===== src/wetm_pkg.sv =====
// Shared constants and types for the windowed error trend monitor.
package wetm_pkg;

  localparam int unsigned WINDOW  = 16;
  localparam int unsigned HALF    = WINDOW / 2;
  localparam int unsigned ErrW    = 24;
  localparam int unsigned PtrW    = (WINDOW > 1) ? $clog2(WINDOW) : 1;
  localparam int unsigned FillW   = $clog2(WINDOW + 1);
  // half-window sum of HALF entries of ErrW bits
  localparam int unsigned SumW    = ErrW + $clog2(HALF + 1);
  localparam int unsigned DeclW   = SumW + 1;
  localparam int unsigned OutDeclW = 28;
  localparam int unsigned OneQ16  = 65536;
  localparam int unsigned CfgAddrW = 1;
  localparam int unsigned CfgDataW = 32;

  // decline shown before the windows fill: 1.0 * HALF in signed Q13.16
  localparam logic [DeclW-1:0] DeclPreset = DeclW'(OneQ16 * HALF);

  // register byte addresses
  localparam logic [CfgAddrW-1:0] RegThreshold = CfgAddrW'(0);

  // one memory word holds both errors of one item
  typedef struct packed {
    logic [ErrW-1:0] train;
    logic [ErrW-1:0] valid;
  } win_word_t;

endpackage


===== src/windowed_error_trend_monitor.sv =====
// Windowed error trend monitor: sliding error windows, running half sums, convergence flag.

// Takes one item per cycle while the output is not stalled and returns one result item per
// input item via the stage 1, stage 2 and output registers; an output stall holds the whole
// pipeline, and an input item is taken whenever the output register is empty or is being
// emptied. Both errors of an item share one word of a WINDOW-deep memory with one write
// port and two registered read ports: the entries at age HALF-1 and age 2*HALF-1 are read
// while the new item is written, the half sums are updated in the next stage, and the
// decline and convergence rule are evaluated from the sum registers in the last stage.
// Window slots not yet written count as zero, gated by the fill count. Until WINDOW items
// have been pushed the decline reads 1.0 * HALF. decline_threshold sits at byte address 0
// of the APB port and should only be written while no item is in flight.
module windowed_error_trend_monitor
  import wetm_pkg::*;
(
  input  logic                  clk_i,
  input  logic                  rst_ni,
  // configuration
  input  logic                  psel,
  input  logic                  penable,
  input  logic                  pwrite,
  input  logic [CfgAddrW-1:0]   paddr,
  input  logic [CfgDataW-1:0]   pwdata,
  output logic [CfgDataW-1:0]   prdata,
  output logic                  pready,
  // input items
  input  logic                  in_valid_i,
  output logic                  in_ready_o,
  input  logic [ErrW-1:0]       valid_error_i,
  input  logic [ErrW-1:0]       train_error_i,
  // result items
  output logic                  out_valid_o,
  input  logic                  out_ready_i,
  output logic                  converged_o,
  output logic                  window_full_o,
  output logic signed [OutDeclW-1:0] valid_decline_sum_o
);

  // configuration register
  logic [ErrW-1:0] thr_q;

  always_ff @(posedge clk_i or negedge rst_ni) begin
    if (!rst_ni) begin
      thr_q <= '0;
    end else if (psel && penable && pwrite && pready && (paddr == RegThreshold)) begin
      thr_q <= pwdata[ErrW-1:0];
    end
  end

  assign pready = 1'b1;
  assign prdata = (paddr == RegThreshold) ? CfgDataW'(thr_q) : '0;

  // pipeline control: every stage moves when the output register can take a new item
  logic advance;
  logic in_acc;
  logic out_valid_q;

  assign advance    = !out_valid_q || out_ready_i;
  assign in_ready_o = advance;
  assign in_acc     = in_valid_i && advance;

  // stage 0: write pointer, fill count, memory access
  logic [PtrW-1:0]  wr_ptr_q, wr_ptr_d;
  logic [FillW-1:0] fill_q, fill_d;
  logic [PtrW:0]    mid_sum, end_sum;
  logic [PtrW-1:0]  mid_addr, end_addr;

  always_comb begin
    mid_sum  = (PtrW+1)'(wr_ptr_q) + (PtrW+1)'(WINDOW - HALF);
    end_sum  = (PtrW+1)'(wr_ptr_q) + (PtrW+1)'(WINDOW - 2 * HALF);
    mid_addr = (mid_sum >= (PtrW+1)'(WINDOW)) ? PtrW'(mid_sum - (PtrW+1)'(WINDOW))
                                              : PtrW'(mid_sum);
    end_addr = (end_sum >= (PtrW+1)'(WINDOW)) ? PtrW'(end_sum - (PtrW+1)'(WINDOW))
                                              : PtrW'(end_sum);
    wr_ptr_d = (wr_ptr_q == PtrW'(WINDOW - 1)) ? '0 : wr_ptr_q + PtrW'(1);
    fill_d   = (fill_q < FillW'(WINDOW)) ? fill_q + FillW'(1) : fill_q;
  end

  always_ff @(posedge clk_i or negedge rst_ni) begin
    if (!rst_ni) begin
      wr_ptr_q <= '0;
      fill_q   <= '0;
    end else if (in_acc) begin
      wr_ptr_q <= wr_ptr_d;
      fill_q   <= fill_d;
    end
  end

  win_word_t win_mem [WINDOW];
  win_word_t mid_rd_q, end_rd_q;

  // read-before-write: the end slot equals the write slot for an even window
  always_ff @(posedge clk_i) begin
    if (in_acc) begin
      mid_rd_q               <= win_mem[mid_addr];
      end_rd_q               <= win_mem[end_addr];
      win_mem[wr_ptr_q]      <= '{train: train_error_i, valid: valid_error_i};
    end
  end

  // stage 1 registers
  logic            s1_valid_q;
  logic [ErrW-1:0] s1_v_q, s1_t_q;
  logic            s1_mid_ok_q, s1_end_ok_q, s1_full_q;

  always_ff @(posedge clk_i or negedge rst_ni) begin
    if (!rst_ni) begin
      s1_valid_q <= 1'b0;
    end else if (advance) begin
      s1_valid_q <= in_valid_i;
    end
  end

  always_ff @(posedge clk_i) begin
    if (in_acc) begin
      s1_v_q      <= valid_error_i;
      s1_t_q      <= train_error_i;
      s1_mid_ok_q <= (fill_q >= FillW'(HALF));
      s1_end_ok_q <= (fill_q >= FillW'(2 * HALF));
      s1_full_q   <= (fill_d == FillW'(WINDOW));
    end
  end

  // stage 1: running half sums
  logic [SumW-1:0] vn_q, vo_q, tn_q, to_q;
  logic [SumW-1:0] vn_d, vo_d, tn_d, to_d;
  logic [ErrW-1:0] v_mid, v_end, t_mid, t_end;
  logic            s1_go;

  assign s1_go = advance && s1_valid_q;

  always_comb begin
    v_mid = s1_mid_ok_q ? mid_rd_q.valid : '0;
    t_mid = s1_mid_ok_q ? mid_rd_q.train : '0;
    v_end = s1_end_ok_q ? end_rd_q.valid : '0;
    t_end = s1_end_ok_q ? end_rd_q.train : '0;
    // entry at age HALF-1 moves to the older half, age 2*HALF-1 leaves it
    vn_d  = vn_q + SumW'(s1_v_q) - SumW'(v_mid);
    vo_d  = vo_q + SumW'(v_mid)  - SumW'(v_end);
    tn_d  = tn_q + SumW'(s1_t_q) - SumW'(t_mid);
    to_d  = to_q + SumW'(t_mid)  - SumW'(t_end);
  end

  always_ff @(posedge clk_i or negedge rst_ni) begin
    if (!rst_ni) begin
      vn_q <= '0;
      vo_q <= '0;
      tn_q <= '0;
      to_q <= '0;
    end else if (s1_go) begin
      vn_q <= vn_d;
      vo_q <= vo_d;
      tn_q <= tn_d;
      to_q <= to_d;
    end
  end

  // stage 2 registers
  logic s2_valid_q, s2_full_q;

  always_ff @(posedge clk_i or negedge rst_ni) begin
    if (!rst_ni) begin
      s2_valid_q <= 1'b0;
    end else if (advance) begin
      s2_valid_q <= s1_valid_q;
    end
  end

  always_ff @(posedge clk_i) begin
    if (s1_go) begin
      s2_full_q <= s1_full_q;
    end
  end

  // stage 2: decline and convergence rule from the updated sums
  logic signed [DeclW-1:0] decl;
  logic [SumW-1:0]         thr_scaled;
  logic                    train_neg, conv;

  always_comb begin
    if (s2_full_q) begin
      decl = $signed({1'b0, vo_q}) - $signed({1'b0, vn_q});
    end else begin
      decl = $signed(DeclPreset);
    end
    train_neg  = s2_full_q && (to_q < tn_q);
    thr_scaled = SumW'(thr_q) * SumW'(HALF);
    if (!decl[DeclW-1]) begin
      conv = decl[SumW-1:0] < thr_scaled;
    end else begin
      conv = train_neg;
    end
  end

  logic                       conv_q, full_q;
  logic signed [OutDeclW-1:0] decl_q;

  always_ff @(posedge clk_i or negedge rst_ni) begin
    if (!rst_ni) begin
      out_valid_q <= 1'b0;
    end else if (advance) begin
      out_valid_q <= s2_valid_q;
    end
  end

  always_ff @(posedge clk_i) begin
    if (advance && s2_valid_q) begin
      conv_q <= conv;
      full_q <= s2_full_q;
      decl_q <= OutDeclW'(decl);
    end
  end

  assign out_valid_o         = out_valid_q;
  assign converged_o         = conv_q;
  assign window_full_o       = full_q;
  assign valid_decline_sum_o = decl_q;

  // fill count saturates at the window depth
  assert property (@(posedge clk_i) disable iff (!rst_ni)
    fill_q <= FillW'(WINDOW))
    else $error("fill count beyond window depth");

  // an accepted item below full bumps the fill count by one
  assert property (@(posedge clk_i) disable iff (!rst_ni)
    in_acc && (fill_q < FillW'(WINDOW)) |=> fill_q == $past(fill_q) + FillW'(1))
    else $error("fill count did not advance");

  // a full window reported means the fill count has saturated
  assert property (@(posedge clk_i) disable iff (!rst_ni)
    out_valid_q && full_q |-> fill_q == FillW'(WINDOW))
    else $error("window reported full too early");

  // before the window fills, the decline shows the preset
  assert property (@(posedge clk_i) disable iff (!rst_ni)
    out_valid_q && !full_q |-> decl_q == OutDeclW'(DeclPreset))
    else $error("preset decline not shown while filling");

endmodule


===== config.mk =====
export PLATFORM = sky130hd
export DESIGN_NAME = windowed_error_trend_monitor
export DESIGN_NICKNAME = d
export VERILOG_FILES = /design/src/wetm_pkg.sv /design/src/windowed_error_trend_monitor.sv
export SDC_FILE = /design/constraint.sdc
export NUM_CORES = 2
export LEC_CHECK = 0
export BUFFER_PORTS_ARGS = -buffer_cell sky130_fd_sc_hd__buf_2
export CELL_PAD_IN_SITES_DETAIL_PLACEMENT = 1
export CELL_PAD_IN_SITES_GLOBAL_PLACEMENT = 2
export CORE_MARGIN = 2
export CORE_UTILIZATION = 30
export DETAILED_ROUTE_END_ITERATION = 10
export GPL_TIMING_DRIVEN = 0
export PLACE_DENSITY_LB_ADDON = 0.1
export SETUP_SLACK_MARGIN = 0.4
export SYNTH_ARGS = -nofsm -noshare
export SYNTH_HDL_FRONTEND = slang
export SYNTH_SLANG_ARGS = --single-unit

===== constraint.sdc =====
create_clock -name clk_i -period 16.8 [get_ports clk_i]
set_input_delay 1.68 -clock clk_i [delete_from_list [all_inputs] [get_ports clk_i]]
set_output_delay 1.68 -clock clk_i [all_outputs]
set_load 0.005 [all_outputs]

Word level (Yosys, flattened, before mapping)
Memory sizes are Yosys's and may differ from the RTL's. A register that Yosys moved wholly into a read port is not among the register bits.
Index checks and enable logic that the tools add are counted.
- bits in writable memories: 768
- input bits: 88
- output and inout port bits: 65
- logic and storage cells: 66
- bits in registers: 230
- memories kept: 1
- memories (name ; depth ; bits a word ; rd ports ; clocked after Yosys merged registers in ; wr ports ; RTL line ; text):
    win_mem ; 16 ; 48 ; 2 ; 2 ; 1 ; windowed_error_trend_monitor.sv:89 ; win_word_t win_mem [WINDOW];
- $lt $le $gt $ge: 7
- add/sub/neg operators: 14
- equal/unequal tests: 2
- bitwise operators: 1
- reduce and logical (&&, ||, !) cells: 9
- muxes and demuxes: 13
- operators with widths (operator ; number):
    two-way mux 24 bit ; 5
    adder 28 x 24 -> 28 bit ; 4
    subtractor 28 x 24 -> 28 bit ; 4
    two-way mux 29 bit ; 1
    subtractor 28 x 28 -> 29 bit ; 1
    < comparator 28 x 27 -> 1 bit ; 1
    < comparator 28 bit ; 1
    two-way mux 4 bit ; 3
    greater-or-equal comparator 5 bit (second input constant) ; 2
    subtractor 4 x 1 -> 4 bit (second input constant) ; 2
    logical AND 1 bit ; 7
    adder 4 x 4 -> 5 bit (second input constant) ; 1
    adder 5 x 1 -> 5 bit (second input constant) ; 1
    == test 5 bit (second input constant) ; 1
    greater-or-equal comparator 4 x 5 -> 1 bit (second input constant) ; 1
    greater-or-equal comparator 5 x 4 -> 1 bit (second input constant) ; 1
    < comparator 5 bit (second input constant) ; 1
    two-way mux 5 bit ; 1
    adder 4 x 1 -> 4 bit (second input constant) ; 1
    == test 4 bit (second input constant) ; 1
    two-way mux 1 bit ; 3
    zero test 1 bit ; 1
    logical OR 1 bit ; 1
    inverter 1 bit ; 1

Depth between registers and ports, before layout
- depth in word-level cells: 5
- gate-level depth with buffers: 20

Least setup slack after synthesis
Ideal clock, no wire load.
- path kind: input port to flip-flop
- from: input out_ready_i
- to: memory win_mem[4][0] (netlist bit), enable pin
- setup time: 0.410 ns
- data required time: 16.390 ns
- setup slack: 9.587 ns
- stages on the path: 7
- data arrival time: 6.803 ns
- cells stage by stage: nand2b_1 -> clkbuf_1 -> nand2_1 -> inv_1 -> nand2_1 -> nor2_1 -> and2_1
- cells in the longest elaborated chain, start to end: 4
- ends and longest elaborated chain (what ; RTL line ; text):
    from (decl) ; windowed_error_trend_monitor.sv:33 ; input logic out_ready_i,
    logical OR 1 bit ; windowed_error_trend_monitor.sv:58 ; assign advance = !out_valid_q || out_ready_i;
    named net in_ready_o ; windowed_error_trend_monitor.sv:28 ; output logic in_ready_o,
    logical AND 1 bit ; windowed_error_trend_monitor.sv:60 ; assign in_acc = in_valid_i && advance;
    named net in_acc ; windowed_error_trend_monitor.sv:55 ; logic in_acc;
    two-way mux 1 bit ; windowed_error_trend_monitor.sv:94 ; if (in_acc) begin
    two-way mux 1 bit (not written as such) ; windowed_error_trend_monitor.sv:97 ; win_mem[wr_ptr_q] <= '{train: train_error_i, valid: valid_error_i};
    to (decl) ; windowed_error_trend_monitor.sv:89 ;
The timed path passes the listed nets, and every way through them passes these cells.

Final worst setup path
- from: register vo_q[0]
- to: register conv_q, in the netlist converged_o, data pin
- cells in the longest elaborated chain, start to end: 4
- ends and longest elaborated chain (what ; RTL line ; text):
    from (decl) ; windowed_error_trend_monitor.sv:125 ; logic [SumW-1:0] vn_q, vo_q, tn_q, to_q;
    from (signal assigned) ; windowed_error_trend_monitor.sv:152 ; vo_q <= vo_d;
    subtractor 28 x 28 -> 29 bit ; windowed_error_trend_monitor.sv:182 ; decl = $signed({1'b0, vo_q}) - $signed({1'b0, vn_q});
    two-way mux 29 bit ; windowed_error_trend_monitor.sv:181 ; if (s2_full_q) begin
    named net decl[26] ; windowed_error_trend_monitor.sv:176 ; logic signed [DeclW-1:0] decl;
    < comparator 28 x 27 -> 1 bit ; windowed_error_trend_monitor.sv:189 ; conv = decl[SumW-1:0] < thr_scaled;
    two-way mux 1 bit ; windowed_error_trend_monitor.sv:188 ; if (!decl[DeclW-1]) begin
    named net conv ; windowed_error_trend_monitor.sv:178 ; logic train_neg, conv;
    to (signal assigned) ; windowed_error_trend_monitor.sv:208 ; conv_q <= conv;
    to (decl) ; windowed_error_trend_monitor.sv:195 ; logic conv_q, full_q;
The timed path passes the listed nets, and every way through them passes these cells.
A chain may end at the register's enable or synchronous reset.

==> results.py <==
metrics = {
    "global_routing": {
        "top_usage_layer": "met2",
        "grt_remaining_overflow": 0,
        "first_global_vias": 32770,
        "grt_max_degree": 84,
        "grt_util_met1": 0.2662,
        "grt_use_met2": 0.2897,
        "grt_pass1_wl_um": 238100,
        "groute.layer.met3.usage": 0.02994,
        "antenna_violations_before_repair": 17,
        "track_usage": 0.1843,
    },
    "die": {
        "io_pins": 153,
        "initial_utilization": 0.3015,
        "floorplan.die_area_mm2": 0.1800,
        "floorplan.rows": 154,
        "die-width_um": 424.3,
        "core-area_mm2": 0.1757,
        "die-height_um": 424.3,
    },
    "finish": {
        "nFillCells": 18200,
        "multi_input_gate_area_mm2": 0.01860,
        "final-instance-count-excl-fill": 6278,
        "post_route_cells_drive_above_1_share": 0.1850,
        "area_growth_syn_to_layout_pct": 16.12,
        "sequential_cell_area_in_the_final_layout_mm2": 0.03211,
        "count_of_nets_after_finishing": 4213,
        "utilization": 0.3501,
    },
    "cts": {
        "cts.repair_timing.setup_buffer_count": 0,
        "post_cts_resize_count": 0,
        "clock_sinks": 1094,
        "tritoncts.num_buffers": 133,
        "cts_tree": "yes",
        "cts.hold.buffers_added": 0,
        "clock-root-buffer": "sky130_fd_sc_hd__clkbuf_16",
        "clk_path_buf_depth": 3,
        "cts.htree.levels": 4,
        "clkTransAtPathRegs_ps": 60,
        "clkLatencyLatePin_ps": 780,
    },
    "pwr": {
        "power.share.switching": 0.4176,
        "power_leakage_nw": 23.06,
        "relative_contribution_of_the_clock_network_to_total_power": 0.201,
        "comb_power_share": 0.529,
        "power.density_mw_per_mm2": 231.2,
        "p_int_w": 0.008284,
        "seq_power_share": 0.269,
        "netSwitchingPower_w": 0.005941,
        "vdd_ir_drop_max_v": 0.00009809,
    },
    "timing": {
        "maxClockFrequency_ghz": 0.2021,
        "finalClockSkew_ps": 26.98,
        "finalCritPeriodShare": 0.2945,
        "finalHoldViolations": 0,
        "setup_viol": 0,
        "rsz0062_at_grt": "no",
        "maxSlewHeadroom": 0.1353,
        "timing_max_transition_violations_final": 0,
        "setup_total_negative_slack_ps": 0,
        "worst_slew_pin_slew_ps": 1297,
        "layout_min_cycle_time_ps": 4947,
    },
    "hold_path": {
        "hold_path.class": "reg2reg",
        "hold_depth": 0,
    },
    "synth": {
        "synthDominantAreaCellType": "sky130_fd_sc_hd__edfxtp_1",
        "postSynthRegisterBits": 1094,
        "syn-cell-area_mm2": 0.05299,
        "synth-warning-count": 0,
        "yosysTopAreaCellShare": 0.5361,
        "synth.yosys.seq_area_share": 0.6060,
        "synth-edff-count": 946,
        "postSynthAreaPerCell_um2": 14.99,
        "postSynth.topFlopCell": "sky130_fd_sc_hd__edfxtp_1",
        "async_reset_ff_frac": 0.1353,
        "yosys-top-cells-area": "sky130_fd_sc_hd__edfxtp_1, sky130_fd_sc_hd__mux4_2, sky130_fd_sc_hd__dfrtp_1",
        "yosysUniqueCellTypes": 87,
        "post_synth_inst_count": 3535,
    },
    "run": {
        "maxCapViolCount": 0,
    },
    "critical_path": {
        "critPathLaunchType": "register",
        "worst_path_max_delay_cell": "sky130_fd_sc_hd__fa_1",
        "reg2regPathDepth": 19,
        "critical_path_required_ps": 17330,
        "largest_incremental_delay_on_the_critical_path_ps": 440,
        "worstPathMaxFanout": 4,
        "timing.critical_path.to_type": "register",
        "timing.critical_path.cells": "inv_1 > ha_1 > fa_1 > nand2b_1 > a21oi_1 > o211ai_1 > a21oi_1 > o2111ai_1 > o21ai_1 > o31ai_1 > mux2i_1 > ha_1 > nand4_1 > nor2_1 > nand3_1 > a211o_1 > o2111a_1 > o21ai_0 > o2bb2ai_1",
        "worst-endpoint-arrival_ps": 5470,
        "critical_path_class": "reg2reg",
    },
    "route": {
        "vias_per_cell": 4.843,
        "num_vias": 30400,
        "first_iter_violations": 2321,
        "post-route-drc-count": 0,
        "detail-route-antenna-nets": 0,
        "drt_pre_antenna_iters": 6,
        "totalWireLength_um": 164400,
        "wire_per_inst_um": 26.18,
    },
    "place": {
        "io_buffers": 134,
        "globalplace.congestion": 0.7769,
        "dpl.hpwl_um": 117400,
        "post_place_cells": 6037,
    },
    "run_status": {
        "status": "finished clean",
    },
}
==> critical path, delay by kind of cell, from the launching register on <==
family	cells	cell delay, ps
buffers and inverters	1	70
muxes	1	200
adders and majority gates	3	1030
AOI/OAI and AO/OA	10	2360
DFF	1	350
and+or+nand+nor	4	660
==> layer usage <==
layer	vias up	part of all wire
met2	537	0.46
met5	-	0.00013
li1	13790	-
met4	4	0.019
met3	202	0.039
met1	15870	0.48
==> cells by family (layout without fill, tap and decap cells) <==
logic type,after synthesis,after routing,synth area share
xor gates and xnor gates,92,92,0.01521
DFF,1094,1094,0.6060
and+or+nand+nor,580,580,0.05355
AOI/OAI and AO/OA,545,545,0.06834
muxes,321,321,0.1293
buffers and inverters,608,1001,0.04456
adders and majority gates,293,293,0.08293
other,2,12,0.0001417
==> path summary, 6_finish.rpt <==
path	startpoint	to	slack [ps]
min in group asynchronous	rst_ni	thr_q[4]$_DFFE_PN0P_	840
setup reg to reg	vo_q[0]$_DFFE_PN0P_	converged_o$_DFFE_PP_	11850
hold reg to reg	s1_full_q$_DFFE_PP_	s2_full_q$_DFFE_PP_	430
max in group asynchronous	rst_ni	to_q[27]$_DFFE_PN0P_	14940
setup / recovery	vo_q[0]$_DFFE_PN0P_	converged_o$_DFFE_PP_	11850
hold / removal	s1_full_q$_DFFE_PP_	s2_full_q$_DFFE_PP_	430
==> through the flow <==
| step | cell area (um^2) | setup WS, ps | total power [W] | hold slack [ps] |
|---|---|---|---|---|
| floorplan | 53010 | 9587 | 0.009099 | 400.3 |
| global placement | 56610 | 4968 | 0.01151 | 405.9 |
| detailed placement | 57240 | 10900 | 0.01155 | 409.3 |
| CTS | 61520 | 11640 | 0.01450 | 422.9 |
| global route | 61530 | 11410 | 0.01538 | 428.2 |
| finish | 61530 | 11850 | 0.01423 | 425.2 |
==> placed cells by master, fill, tap and decap left out, types with 25 or more instances in the layout <==
master                      Yosys  layout
sky130_fd_sc_hd__mux2_2        25      25
sky130_fd_sc_hd__inv_1        476     475
sky130_fd_sc_hd__mux4_2       288     288
sky130_fd_sc_hd__a21oi_1      118     118
sky130_fd_sc_hd__o21ai_1       36      36
sky130_fd_sc_hd__ha_1         196     196
sky130_fd_sc_hd__nand2_1      213     213
sky130_fd_sc_hd__and2_1        69      56
sky130_fd_sc_hd__o21ai_0      125     125
sky130_fd_sc_hd__a21o_1        67      67
sky130_fd_sc_hd__clkbuf_1      87     117
sky130_fd_sc_hd__buf_2         22     155
sky130_fd_sc_hd__nand3_1       40      40
sky130_fd_sc_hd__nor2_1       100      99
sky130_fd_sc_hd__o21a_1        29      29
sky130_fd_sc_hd__nor3_1        25      25
sky130_fd_sc_hd__clkinv_1       0      26
sky130_fd_sc_hd__fa_1          97      97
sky130_fd_sc_hd__dfrtp_1      148     148
sky130_fd_sc_hd__xor2_1        48      48
sky130_fd_sc_hd__nand4_1       25      25
sky130_fd_sc_hd__nand2b_1      25      25
sky130_fd_sc_hd__xnor2_1       44      44
sky130_fd_sc_hd__clkbuf_16      0     136
sky130_fd_sc_hd__edfxtp_1     946     946
==> final cells by class <==
| cell class | instances | area share |
|---|---|---|
| clock buffer | 169 | 0.05781 |
| sequential | 1094 | 0.5219 |
| clock inverter | 69 | 0.01177 |
| timing repair buffer | 155 | 0.02013 |
| antenna | 3 | 0.0001220 |
| tap | 2340 | 0.04758 |
| buffer | 132 | 0.009334 |
| multi-input combinational | 1840 | 0.3022 |
| inverter | 476 | 0.02916 |
==> synthesized netlist by cell type (12+ instances only) <==
cell and n:
sky130_fd_sc_hd__o21bai_1 14, sky130_fd_sc_hd__nand2b_1 25, sky130_fd_sc_hd__nand4_1 25, sky130_fd_sc_hd__buf_1 12, sky130_fd_sc_hd__ha_1 196, sky130_fd_sc_hd__a211oi_1 13, sky130_fd_sc_hd__and2_1 69, sky130_fd_sc_hd__a21o_1 67
sky130_fd_sc_hd__nor2b_1 13, sky130_fd_sc_hd__and3_1 15, sky130_fd_sc_hd__nand3_1 40, sky130_fd_sc_hd__clkbuf_1 87, sky130_fd_sc_hd__nor2_1 100, sky130_fd_sc_hd__o31ai_1 16, sky130_fd_sc_hd__xor2_1 48, sky130_fd_sc_hd__xnor2_1 44
sky130_fd_sc_hd__buf_2 22, sky130_fd_sc_hd__a21oi_1 118, sky130_fd_sc_hd__edfxtp_1 946, sky130_fd_sc_hd__a31oi_1 14, sky130_fd_sc_hd__or3_1 13, sky130_fd_sc_hd__mux2_2 25, sky130_fd_sc_hd__fa_1 97, sky130_fd_sc_hd__o21a_1 29
sky130_fd_sc_hd__o211ai_1 19, sky130_fd_sc_hd__nor3_1 25, sky130_fd_sc_hd__dfrtp_1 148, sky130_fd_sc_hd__o21ai_1 36, sky130_fd_sc_hd__nand2_1 213, sky130_fd_sc_hd__inv_1 476, sky130_fd_sc_hd__mux4_2 288, sky130_fd_sc_hd__o21ai_0 125
==> power by group through the flow <==
stage	registers, W	logic (W)	clock network (W)
2_1_floorplan	0.00373	0.00537	0
3_3_place_gp	0.00391	0.00760	0
5_1_grt	0.00387	0.00846	0.00304
6_report	0.00383	0.00753	0.00287
3_5_place_dp	0.00389	0.00767	0
4_1_cts	0.00383	0.00770	0.00296
==> sequential cells by signal, summed over array words and instances, names as in the netlist, 4 cells and up <==
register and flops:
valid_decline_sum_o 28, s1_v_q 24, end_rd_q 48, tn_q 28, vn_q 28, fill_q 5
mid_rd_q 48, to_q 28, wr_ptr_q 4, thr_q 24, s1_t_q 24, vo_q 28
win_mem 768
No activity file was read; power rests on OpenSTA's default activity.
